--- src/pdks_pkg.sv ---
// shared types and constants for the prefix directory key search block
// no dependencies
`timescale 1ns / 1ps

package pdks_pkg;

   localparam int KEY_W              = 32;
   localparam int POS_W              = 12;
   localparam int DEFAULT_PREFIX_BITS = 16;
   localparam int DEFAULT_MAX_KEYS    = 4096;

   typedef enum logic [1:0] {
      OP_CLEAR  = 2'd0,
      OP_APPEND = 2'd1,
      OP_FINISH = 2'd2,
      OP_QUERY  = 2'd3
   } opcode_type;

   typedef enum logic [1:0] {
      ST_OK        = 2'd0,
      ST_FULL      = 2'd1,
      ST_ORDER     = 2'd2,
      ST_NOT_READY = 2'd3
   } status_type;

   typedef struct packed {
      logic       load;
      logic       clear;
      logic       append;
      logic       fin_init;
      logic       fin_write;
      logic       fin_done;
      logic       dir_hi;
      logic       lo_load;
      logic       hi_load;
      logic       ptr_inc;
      logic       res_set;
      logic       res_found;
      status_type res_status;
      logic       out_load;
   } cmd_type;

   typedef struct packed {
      opcode_type op;
      logic       dir_ready;
      logic       full;
      logic       order_err;
      logic       fin_more;
      logic       fin_last;
      logic       scan_end;
      logic       key_hit;
   } stat_type;

endpackage

--- src/pdks_ctrl.sv ---
// controller state machine: request intake, command sequencing, response valid
// depends on pdks_pkg
`timescale 1ns / 1ps

module pdks_ctrl (
   input  logic               clock,
   input  logic               reset,
   input  logic               req_tvalid,
   output logic               req_tready,
   output logic               rsp_tvalid,
   input  logic               rsp_tready,
   input  pdks_pkg::stat_type stat,
   output pdks_pkg::cmd_type  cmd
);

   typedef enum logic [8:0] {
      S_IDLE   = 9'b000000001,
      S_EXEC   = 9'b000000010,
      S_F_WAIT = 9'b000000100,
      S_F_CMP  = 9'b000001000,
      S_Q_HI   = 9'b000010000,
      S_Q_BND  = 9'b000100000,
      S_Q_WAIT = 9'b001000000,
      S_Q_CMP  = 9'b010000000,
      S_RESP   = 9'b100000000
   } state_type;

   state_type state_ff, state_in;
   logic      rsp_valid_ff, rsp_valid_in;

   always_comb begin
      state_in = state_ff;
      cmd      = '0;
      cmd.res_status = pdks_pkg::ST_OK;
      unique case (state_ff)
         S_IDLE: begin
            if (req_tvalid) begin
               cmd.load = 1'b1;
               state_in = S_EXEC;
            end
         end
         S_EXEC: begin
            unique case (stat.op)
               pdks_pkg::OP_CLEAR: begin
                  cmd.clear   = 1'b1;
                  cmd.res_set = 1'b1;
                  state_in    = S_RESP;
               end
               pdks_pkg::OP_APPEND: begin
                  cmd.res_set = 1'b1;
                  if (stat.full) begin
                     cmd.res_status = pdks_pkg::ST_FULL;
                  end else if (stat.order_err) begin
                     cmd.res_status = pdks_pkg::ST_ORDER;
                  end else begin
                     cmd.append = 1'b1;
                  end
                  state_in = S_RESP;
               end
               pdks_pkg::OP_FINISH: begin
                  cmd.fin_init = 1'b1;
                  state_in     = S_F_WAIT;
               end
               pdks_pkg::OP_QUERY: begin
                  if (stat.dir_ready) begin
                     state_in = S_Q_HI;
                  end else begin
                     cmd.res_set    = 1'b1;
                     cmd.res_status = pdks_pkg::ST_NOT_READY;
                     state_in       = S_RESP;
                  end
               end
               default: state_in = S_IDLE;
            endcase
         end
         S_F_WAIT: begin
            state_in = S_F_CMP;
         end
         S_F_CMP: begin
            if (stat.fin_more) begin
               cmd.ptr_inc = 1'b1;
               state_in    = S_F_WAIT;
            end else begin
               cmd.fin_write = 1'b1;
               if (stat.fin_last) begin
                  cmd.fin_done = 1'b1;
                  cmd.res_set  = 1'b1;
                  state_in     = S_RESP;
               end
            end
         end
         S_Q_HI: begin
            cmd.dir_hi  = 1'b1;
            cmd.lo_load = 1'b1;
            state_in    = S_Q_BND;
         end
         S_Q_BND: begin
            cmd.hi_load = 1'b1;
            state_in    = S_Q_WAIT;
         end
         S_Q_WAIT: begin
            state_in = S_Q_CMP;
         end
         S_Q_CMP: begin
            if (stat.scan_end) begin
               cmd.res_set = 1'b1;
               state_in    = S_RESP;
            end else if (stat.key_hit) begin
               cmd.res_set   = 1'b1;
               cmd.res_found = 1'b1;
               state_in      = S_RESP;
            end else begin
               cmd.ptr_inc = 1'b1;
               state_in    = S_Q_WAIT;
            end
         end
         S_RESP: begin
            if (!rsp_valid_ff || rsp_tready) begin
               cmd.out_load = 1'b1;
               state_in     = S_IDLE;
            end
         end
         default: state_in = S_IDLE;
      endcase
   end

   always_comb begin
      if (cmd.out_load) begin
         rsp_valid_in = 1'b1;
      end else if (rsp_tready) begin
         rsp_valid_in = 1'b0;
      end else begin
         rsp_valid_in = rsp_valid_ff;
      end
   end

   always_ff @(posedge clock) begin
      if (reset) begin
         state_ff     <= S_IDLE;
         rsp_valid_ff <= 1'b0;
      end else begin
         state_ff     <= state_in;
         rsp_valid_ff <= rsp_valid_in;
      end
   end

   assign req_tready = (state_ff == S_IDLE);
   assign rsp_tvalid = rsp_valid_ff;

endmodule

--- config.mk ---
export PLATFORM = sky130hd
export DESIGN_NAME = pdks_ctrl
export DESIGN_NICKNAME = d
export VERILOG_FILES = /design/src/pdks_pkg.sv /design/src/pdks_ctrl.sv
export SDC_FILE = /design/constraint.sdc
export NUM_CORES = 1
export LEC_CHECK = 0
export BUFFER_PORTS_ARGS = -buffer_cell sky130_fd_sc_hd__buf_4
export CORE_ASPECT_RATIO = 1.1
export CORE_MARGIN = 2
export CORE_UTILIZATION = 31
export DETAILED_ROUTE_END_ITERATION = 10
export PLACE_DENSITY_LB_ADDON = 0.08
export REMOVE_ABC_BUFFERS = 1
export SLEW_MARGIN = 20
export SYNTH_ARGS = -nofsm -noshare
export SYNTH_HDL_FRONTEND = slang
export SYNTH_SLANG_ARGS = --single-unit
export TNS_END_PERCENT = 50
--- constraint.sdc ---
create_clock -name clock -period 2.1 [get_ports clock]
set_clock_uncertainty 0.1 [all_clocks]
set_input_delay 0.42 -clock clock [delete_from_list [all_inputs] [get_ports clock]]
set_output_delay 0.42 -clock clock [all_outputs]
set_load 0.005 [all_outputs]
======== Word level (Yosys, flattened, before mapping) ========
Index checks and enable logic that the tools add are counted.
word-level totals
  register bits after elaboration ......... 10
  word-level logic and storage cells ...... 66
operators by class
  equal/unequal tests ..................... 15
  mux-type cells .......................... 43
  reduce and logical (&&, ||, !) cells .... 6
operators by type and width
  cell                number
  $pmux 9 s9          1
  $mux 9              7
  $pmux 9 s3          1
  $mux 1              21
  $mux 2              8
  $eq 9x1->1 const B  1
  $eq 9x2->1 const B  1
  $eq 9x3->1 const B  1
  $eq 9x4->1 const B  1
  $eq 9x5->1 const B  1
  $eq 9x6->1 const B  1
  $eq 9x7->1 const B  1
  $eq 9x8->1 const B  1
  $eq 9x9->1 const B  1
  $eq 2x2->1 const B  2
  $ne 2x2->1 const B  2
  $pmux 1 s2          2
  $pmux 2 s2          1
  $mux 3              1
  $ne 3x3->1 const B  1
  $pmux 1 s3          1
  $reduce_and 3->1    1
  $eq 2x1->1 const B  1
  $logic_not 2->1     1
  4 further kinds     4

======== Depth between registers and ports, before layout ========
Gate-level depths: netlist of run 1.
  word-level depth ........................ 5
  depth in mapped cells ................... 5

======== Least setup slack after synthesis of run 1 ========
Ideal clock, no wire load.
  kind .................................... register to output
  start ................................... register state_ff[7]
  end ..................................... output cmd[0] in the netlist's numbering
  arrival time ............................ 1.630 ns
  data required time ...................... 1.580 ns
  path slack .............................. -0.050 ns
  stages on the path, launching flop included .. 6
  cell sequence ........................... dfxtp_1 -> or4_1 -> buf_2 -> or3_4 -> and2b_2 -> buf_4
RTL lines
  element                   line              source
  start: declaration        pdks_ctrl.sv:28   state_type state_ff, state_in;
  start signal: assignment  pdks_ctrl.sv:142  state_ff <= state_in;
  end: declaration          pdks_ctrl.sv:13   output pdks_pkg::cmd_type cmd

==> results.md, run 1 <==
* Status: complete, but fails checks
* Failing checks: setup timing
* Gp weighted congestion at 0.804
* Post-synthesis sequential area ratio at 29.5%
* Initial DRT Pass Iterations at 4
* Die area at ~0.0026 sq mm
* Max Cap Violations at 0
* WP data arrival at 1880 ps
* Global route overflow at 0
* Placed wire-length estimate at between 1500 and 2000 microns
* Hold_buf cts at 0
* Crit path time final at between 2000 and 2500 ps
* Hold WC Path Type: in -> reg
* Commonest non-fill, non-tap cell in the layout: buf_4
* WL final at 2110 microns
* Syn-to-layout area delta at 88.4%
* Cells after DPL at 161
* Post-layout util at 62.6%
* Total GRT Usage at 17.9%
* Die height at about 53 microns
* Worst Tran Pin Value at 273 ps
* First-pass GRT wire length at 3500 microns
* Vias per inst at between 4 and 5
* Crit Path Category: reg -> out
* Critical path endpoint category: output port
* Worst Setup Start Kind: flip-flop
* Post-synth top area share at a little under 30%
* H-tree lvl count at 1
* Nets at 159
* Period utilization at 114%
* Skew-Pair Late Insertion Delay at 270 ps
* Ys Warns at 0
* Fmax at 417 MHz
* Post-Syn Instances at 90
* Setup violations, final at 16
* Routed Antenna Nets at 0
* Max Slew Vio Count at 0
* Final std cells w/o fill at 172
* First-iteration detailed-routing DRC count at 9
* Leak Pwr at between 0.0005 and 0.0006 uW
* Starting density of the core at 33.2%
* Highest-count cells in the layout ignoring fill and taps: buf_4, nand2_1, buf_6, dfxtp_1
* Area of the core at slightly above 0.002 sq mm
* Initial antenna violation count at 0
* # IOs at 30
* Syn Std Cell Area at 678 sq um
* Seq cells post-synth at 10
* Critical Path RT at ~1600 ps
* CTS tree: yes
* Final hold vios at 0
* Post-synth cell types at 34
* N_diodes at 0
* Largest net degree at the start of global routing at 11
* Synth Area per Inst at about 7.5 sq um
* CP Max Fanout at 4
* Worst r2r path cells at 5
* Drt wl/cell at 12.3 microns
* Hold Path Stages at 2
* Hold slack final at 285 ps
* Clock buffer depth at 2
* Clock sink count at 10
* Dpl ws at -153 ps
* Slew margin rel. at between 80% and 90%
* Synth area leader: dfxtp_1
* Top area cells in the synthesized netlist: dfxtp_1, or4b_2, a21oi_1
* Fillers at about 190
* Ratio of cells with drive above 1 in the final layout at 60.4%
* Clock root buffer: clkbuf_4
* Pwr Density at 376 mW/mm^2
* I/O Buffers at 29
* TritonCTS buffer count at 3
* Row Count at 17
* Number of remaining DRC errors at 0
* Maximum vdd drop at 0.000231 V
* Unrepaired setup endpoints after global routing: yes
* Die W at 48.6 microns
* Via Count at 853
* Post-route setup slack at -299 ps
* Via count of the first global-routing pass at 803
* Setup TNS at -3340 ps
* Worst-path clk slew at 70 ps
## Yosys cell counts
master and number:
clkbuf_2 1, or4b_2 4, buf_2 1, a211oi_1 1, and3b_1 1, and2b_2 1, inv_1 6, and2_1 2
nand2_1 9, nor2b_1 3, xor2_1 2, nand3_1 1, a31oi_1 1, or2_2 1, and4b_1 1, or2b_2 1
nor2_1 7, nand4b_1 1, o31ai_1 1, o21ai_0 3, a311oi_1 1, or4_1 2, nor4_2 1, a21boi_0 1
nand2b_1 5, clkbuf_1 1, or3_4 1, dfxtp_1 10, o211ai_1 1, or2_0 1, a21oi_1 7, nor3_1 5
nor4_1 4, buf_4 2
## report_power, final
| part | switching, uW | internal, uW | leakage (uW) |
|---|---|---|---|
| Clock | 68.9 | 66.3 | 0.0000138 |
| Sequential | 3.09 | 195 | 0.0000818 |
| Combinational | 64.7 | 83.0 | 0.000499 |
## layer usage
metal  global-route usage [%]  share of wire (%)
met1                     22.4                 43
met2                     30.3                 51
met3                     4.24                4.7
met4                     6.19                1.8
met5                        0                  0
## metrics by stage
step / area (sq um) / total power, uW
detailed placement: 1040 / 306
CTS: 1240 / 480
global placement: 1040 / 306
floorplan: 649 / 244
global route: 1280 / 507
finish: 1280 / 481
## cell type report
class                      count  area [sq um]  share of cell area (%)
multi-input combinational     69           547                    42.8
timing repair buffer          56           447                    35.0
sequential                    10           204                    16.0
tap                           28          35.0                    2.74
clock buffer                   3          22.5                    1.76
inverter                       6          22.5                    1.76
## final timing paths
| path | from | endpoint | slack, ps |
|---|---|---|---|
| max | state_ff[7] | cmd[0] | -300 |
| min | reset | state_ff[2] | 280 |
| max reg2reg | state_ff[7] | state_ff[8] | 100 |
| min reg2reg | rsp_tvalid | rsp_tvalid | 450 |
## kinds of logic (layout without fill, tap and decap cells)
group / Yosys count / after routing / share of synthesized area [%]
AO/OA/AOI/OAI: 16 / 16 / 14.0
XOR/XNOR: 2 / 2 / 2.58
buffers and inverters: 11 / 65 / 7.56
flip-flops: 10 / 10 / 29.5
AND/OR/NAND/NOR: 51 / 51 / 46.3
## critical path, cell delays in order, from the launching register on
cell and delay (ps):
dfxtp_2 330, or4_4 590, or3_4 390, and2b_2 220, buf_6 80
## state kept, by name, indices dropped and copies added, names as in the netlist
| register | flops |
|---|---|
| state_ff | 9 |
| rsp_tvalid | 1 |
## what timing repair did
item	CTS	global route
pin swaps	16	9
setup endpoints to repair	16	16
cloned	0	0
gates resized for setup	33	2
buffers inserted	5	3
Note: power is estimated with default switching activity, not from simulation.
==> inputs of run 2 (changes only) <==
--- a/config.mk
+++ b/config.mk
@@ -7,4 +7,5 @@
 export LEC_CHECK = 0
 export BUFFER_PORTS_ARGS = -buffer_cell sky130_fd_sc_hd__buf_4
+export CAP_MARGIN = 20
 export CORE_ASPECT_RATIO = 1.1
 export CORE_MARGIN = 2
==> constraint.sdc (replaced) <==
create_clock -name clock -period 2.1 [get_ports clock]
set_clock_uncertainty 0.1 [all_clocks]
set_input_delay 0.315 -clock clock [delete_from_list [all_inputs] [get_ports clock]]
set_output_delay 0.315 -clock clock [all_outputs]
set_load 0.005 [all_outputs]
==> run 2 against run 1 <==
Via count decreased by 3.0%; the flow still finishes with violations (setup timing); utilization decreased by 2.8 points; combinational power decreased by 5%; setup slack improved by 60 ps; non-clock buffer count decreased by 4; maximum frequency increased by 2.6%; power increased by 9.0%.
==> results.md, run 2 (same netlist as run 1, synthesis figures left out) <==
* N_diodes at 0
* Die W at 48.6 microns
* WP data arrival at 1920 ps
* Gp weighted congestion at 0.790
* Routed Antenna Nets at 0
* Reg with most FFs: state_ff
* Setup violations, final at 15
* Hold WC Path Type: in -> reg
* Cell mode on critical path: buf_6
* Cells after DPL at 156
* Post-route setup slack at -239 ps
* Clock buffer depth at 2
* Crit Path Category: reg -> out
* Via Count at 827
* Worst path max stage delay at 540 ps
* Area of the core at 0.00204 sq mm
* Leak Pwr at 0.000574 uW
* Clock sink count at 10
* Max Cap Violations at 0
* TritonCTS buffer count at 3
* Multi-input combinational cell area at 514 sq um
* Die height at 53.1 microns
* Worst-path clk slew at ~70 ps
* Number of remaining DRC errors at 0
* CP cell instances: or4_4 > buf_6 > or3_4 > and2b_2 > buf_6
* Final hold vios at 0
* Worst Setup Start Kind: flip-flop
* Starting density of the core at between 30% and 40%
* Commonest non-fill, non-tap cell in the layout: buf_4
* Design Area, Final at around 0.0012 sq mm
* Max Slew Vio Count at 0
* First-pass GRT wire length at around 3500 microns
* Largest net degree at the start of global routing at 13
* Period utilization at 111%
* Initial antenna violation count at 0
* Total GRT Usage at between 15 and 20%
* Critical Path RT at 1680 ps
* Critical-path top delay cell: or4_4
* CTS tree: yes
* Status: complete, but fails checks
* Cell area after placement at 0.00101 sq mm
* WL final at approximately 2100 microns
* Max reg flops at 9
* Fillers at 200
* Die area at 0.00258 sq mm
* Nets at 155
* Crit path time final at 2340 ps
* Vias per inst at 4.89
* Fmax at 428 MHz
* # IOs at 30
* Highest-count cells in the layout ignoring fill and taps: buf_4, nand2_1, inv_1
* Failing checks: setup timing
* Clock root buffer: clkbuf_4
* CP Max Fanout at 6
* Drt wl/cell at 12.5 microns
* Maximum vdd drop at 0.000268 V
* First-iteration detailed-routing DRC count at 13
* I/O Buffers at 29
* Final std cells w/o fill at 169
* Critical path endpoint category: output port
* H-tree lvl count at 1
* Initial DRT Pass Iterations at 4
* Overall Power at about 520 uW
* Global route overflow at 0
* Slew margin rel. at roughly 60%
* Worst Tran Pin Value at 613 ps
* Placed wire-length estimate at 1460 microns
* Via count of the first global-routing pass at 783
* Dpl ws at -23.7 ps
* Skew-Pair Late Insertion Delay at between 200 and 300 ps
* Ratio of cells with drive above 1 in the final layout at approximately three fifths
* Syn-to-layout area delta at 79.9%
* Row Count at 17
* Unrepaired setup endpoints after global routing: yes
* Pwr Density at 429 mW/mm^2
* Flip-flop and latch area at between 200 and 250 sq um
-- run 2: changes by cell type in the layout (fill, tap and decap cells not counted), sizes merged --
cell and change:
clkbuf +1, buf -4
-- run 2: worst paths after layout --
kind	from	endpoint	slack [ps]	depth (start not counted)
hold reg to reg	rsp_tvalid	rsp_tvalid	450	2
setup / recovery	state_ff[6]	cmd[0]	-240	5
setup reg to reg	state_ff[6]	state_ff[8]	70	6
hold / removal	reset	state_ff[1]	170	2
-- run 2: power breakdown --
part	total (uW)	switching [uW]	internal, uW
Combinational	140	59.2	80.7
Sequential	201	5.89	195
Clock	183	77.7	106
Total	524	143	381
-- run 2: area by class of cell --
type	instances	share of cell area, %
well taps	28	2.87
clock buffers	4	2.97
inverters	6	1.85
multi-input cells	69	42.2
repair buffers	52	33.2
flip-flops and latches	10	16.9
-- run 2: metrics by stage --
| step | util [%] | hold WS (ps) | setup TNS (ps) |
|---|---|---|---|
| 5_1_grt | 59.7 | 169 | -3280 |
| 3_5_place_dp | 49.3 | 449 | -23.7 |
| 3_3_place_gp | 49.3 | 440 | 0 |
| 2_1_floorplan | - | 284 | 0 |
| 4_1_cts | 56.8 | 174 | -1960 |
| 6_report | 59.7 | 173 | -2010 |
-- run 2: repair_timing --
| action | in CTS | in global routing |
|---|---|---|
| gates resized for setup | 22 | 7 |
| buffers inserted | 4 | 5 |
| hold buffers | 0 | 0 |
| pin swaps | 9 | 7 |
| gates cloned | 0 | 0 |
| setup endpoints to repair | 16 | 17 |
-- run 2: worst max-delay path, delay by kind of cell, from the launching register on --
kind          cells  cell delay (ps)
buf+inv           2              240
flops             1              330
simple gates      3             1080
-- run 2: layer usage --
layer  global-route usage, %  wire, microns
met5                       0              0
met2                    29.9           1100
met4                    9.52             27
met3                    3.11             70
met1                    21.2            910
==> inputs of run 3 (changes only) <==
ABC_AREA = 1   (was unset)
==> run 3 against run 2 <==
Sequential power grew 18%; count of clock-buffer cells in the layout unchanged; highest routed layer unchanged; critical path depth grew 3; largest cell class unchanged; clock power is essentially flat; power is 58% higher; first-iteration DRC count increased by 120%; final cell count up 18%; synthesized cell count rose by 51%; the run now ends clean.
==> results.md, run 3 <==
* Synth area leader: dfxtp_1
* Syn-to-layout area delta at 32.2%
* Area of the core at 0.00270 sq mm
* First-pass GRT wire length at approximately 3600 microns
* Post-route setup slack at a little under 200 ps
* Most common cell in the netlist: inv_1
* Leak Pwr at 0.000674 uW
* Combinational fraction of design power at about half
* Via Count at about 920
* Commonest cells in the netlist: inv_1, nand2_1, nor2_1, nand3_1, dfxtp_1
* Pwr Density at around 730 mW/mm^2
* Resized Gates After CTS at 0
* Postcts setup bufs at 0
* Fmax at ~520 MHz
* Max Slew Vio Count at 0
* Dpl ws at 368 ps
* Clock sink count at 10
* Ratio of cells with drive above 1 in the final layout at 32.5%
* Int Power at 478 uW
* Seq pwr share at 28.7%
* CTS tree: yes
* Die W at 54.2 microns
* Post-synthesis sequential area ratio at a little under a quarter
* Slew margin rel. at 71.3%
* Crit path time final at 1910 ps
* Post-Syn Instances at 136
* Fillers at 295
* Unrepaired setup endpoints after global routing: no
* Final hold vios at 0
* Clock buffer depth at 2
* Vias per inst at 4.64
* Ys Warns at 0
* Status: complete, no violations
* Row Count at 20
* Adder-cell share of the synthesized area at 0%
* Synth Area per Inst at 6.32 sq um
* Seq cells post-synth at 10
* CP Max Fanout at 3
* Largest net degree at the start of global routing at 9
* Critical path endpoint category: output port
* Placed wire-length estimate at ~1900 microns
* Sw Ratio at between 40% and 50%
* Net Sw Power at 352 uW
* Total GRT Usage at 15.7%
* Period utilization at 90.8%
* Setup TNS at 0 ps
* Routed Antenna Nets at 0
* Hold WC Path Type: in -> reg
* Skew-Pair Late Insertion Delay at 270 ps
* Via count of the first global-routing pass at around 850
* Initial antenna violation count at 0
* R2r setup slk at 640 ps
* Hold_buf cts at 0
* N_diodes at 0
* TritonCTS buffer count at 3
* Nets at 180
* Commonest non-fill, non-tap cell in the layout: inv_1
* Synth Area in Compound Gates at under 10%
* Maximum vdd drop at roughly 0.00041 V
* Initial DRT Pass Iterations at 4
* Flip-flop and latch area at 200 sq um
* Post-Synth XOR/XNOR Area at 0%
* Max Cap Violations at 0
* Simple-gate share of the synthesized area at ~55%
* WL final at 2210 microns
* Die area at 0.00321 sq mm
* Critical Path RT at about 1700 ps
* Max reg flops at 9
* Setup violations, final at 0
* Global route overflow at 0
* Number of remaining DRC errors at 0
* Reg with most FFs: state_ff
* Top_reg_cell synth: dfxtp_1
* Multi-input combinational cell area at 514 sq um
* # IOs at 30
* Worst Tran Pin Value at around 430 ps
* H-tree lvl count at 1
* Worst-path clk slew at ~80 ps
* Starting density of the core at 31.8%
* Top area cells in the synthesized netlist: dfxtp_1, inv_1, nand2_1
* Syn Std Cell Area at ~860 sq um
* WP data arrival at 1490 ps
* Post-synth top area share at 23.3%
* Die height at 59.2 microns
* Drt wl/cell at around 11 microns
* Mux share of post-synthesis cell area at 0%
* Post-synth cell types at 22
* I/O Buffers at 29
* EDFF count, synth at 0
* Asr flop ratio synth at 0%
* Clock root buffer: clkbuf_4
* Worst Setup Start Kind: flip-flop
* First-iteration detailed-routing DRC count at 28
* Clock network power share at 22.2%
* Largest family of logic cells by synthesized area: simple AND/OR/NAND/NOR gates
* Highest-count cells in the layout ignoring fill and taps: inv_1, buf_4, nand2_1, nor2_1, nand3_1
* Gp weighted congestion at about 0.82
* Crit Path Category: reg -> out
## run 3: cell types whose count changed in the layout (fill, tap and decap cells not counted), moves of 7 or more
cell and change:
nor2_1 +15, nand4_1 +7, inv_1 +25, nand2_1 +13, buf_4 -19, nand3_1 +11
## run 3: per-stage QoR
stage          instance area [sq um]  power (uW)  hold WS [ps]  utilization, %  cells
2_1_floorplan                    833         512           282               -    133
3_3_place_gp                    1090         649           463            40.4    195
3_5_place_dp                    1090         646           467            40.4    195
4_1_cts                         1130         830           175            41.8    199
5_1_grt                         1140         902           174            42.0    199
6_report                        1140         830           171            42.0    199
## run 3: logic make-up after synthesis
group / count (synthesis)
DFF: 10
AOI/OAI and AO/OA: 6
buffers and inverters: 36
and+or+nand+nor: 84
## run 3: area by class of cell
cell class,instances,share of cell area [%]
multi-input combinational,90,45.3
timing repair buffer,29,19.2
sequential,10,17.6
inverter,33,11.1
tap,33,3.63
clock buffer,4,3.19
## run 3: final timing paths
path | endpoint | startpoint | cells past startpoint
worst max-delay path | cmd[5] | state_ff[2] | 8
worst min-delay path | state_ff[8] | reset | 2
worst max register to register | state_ff[7] | state_ff[2] | 8
worst min register to register | rsp_tvalid | rsp_tvalid | 4
## run 3: worst max-delay path: stages (launching register included)
cell and delay [ps]:
dfxtp_1 350, nor2_1 160, nand2_1 130, nor2_2 120, nand2_1 90, nor2_1 100, nand2_1 100, nand2_1 80
buf_4 100
## run 3: power groups by stage
| stage | logic (uW) | clock network (uW) | registers (uW) |
|---|---|---|---|
| finish | 408 | 184 | 238 |
| global route | 461 | 197 | 243 |
| CTS | 406 | 187 | 238 |
| detailed placement | 404 | 0 | 242 |
| global placement | 405 | 0 | 244 |
| floorplan | 276 | 0 | 236 |
## run 3: layer usage
metal | part of all wire (%) | up-vias | GRT usage [%]
met5 | 0 | - | 0
met1 | 44 | 417 | 20.9
li1 | - | 485 | -
met4 | 1.2 | 0 | 5.36
met2 | 51 | 18 | 25.5
met3 | 3.2 | 4 | 2.53
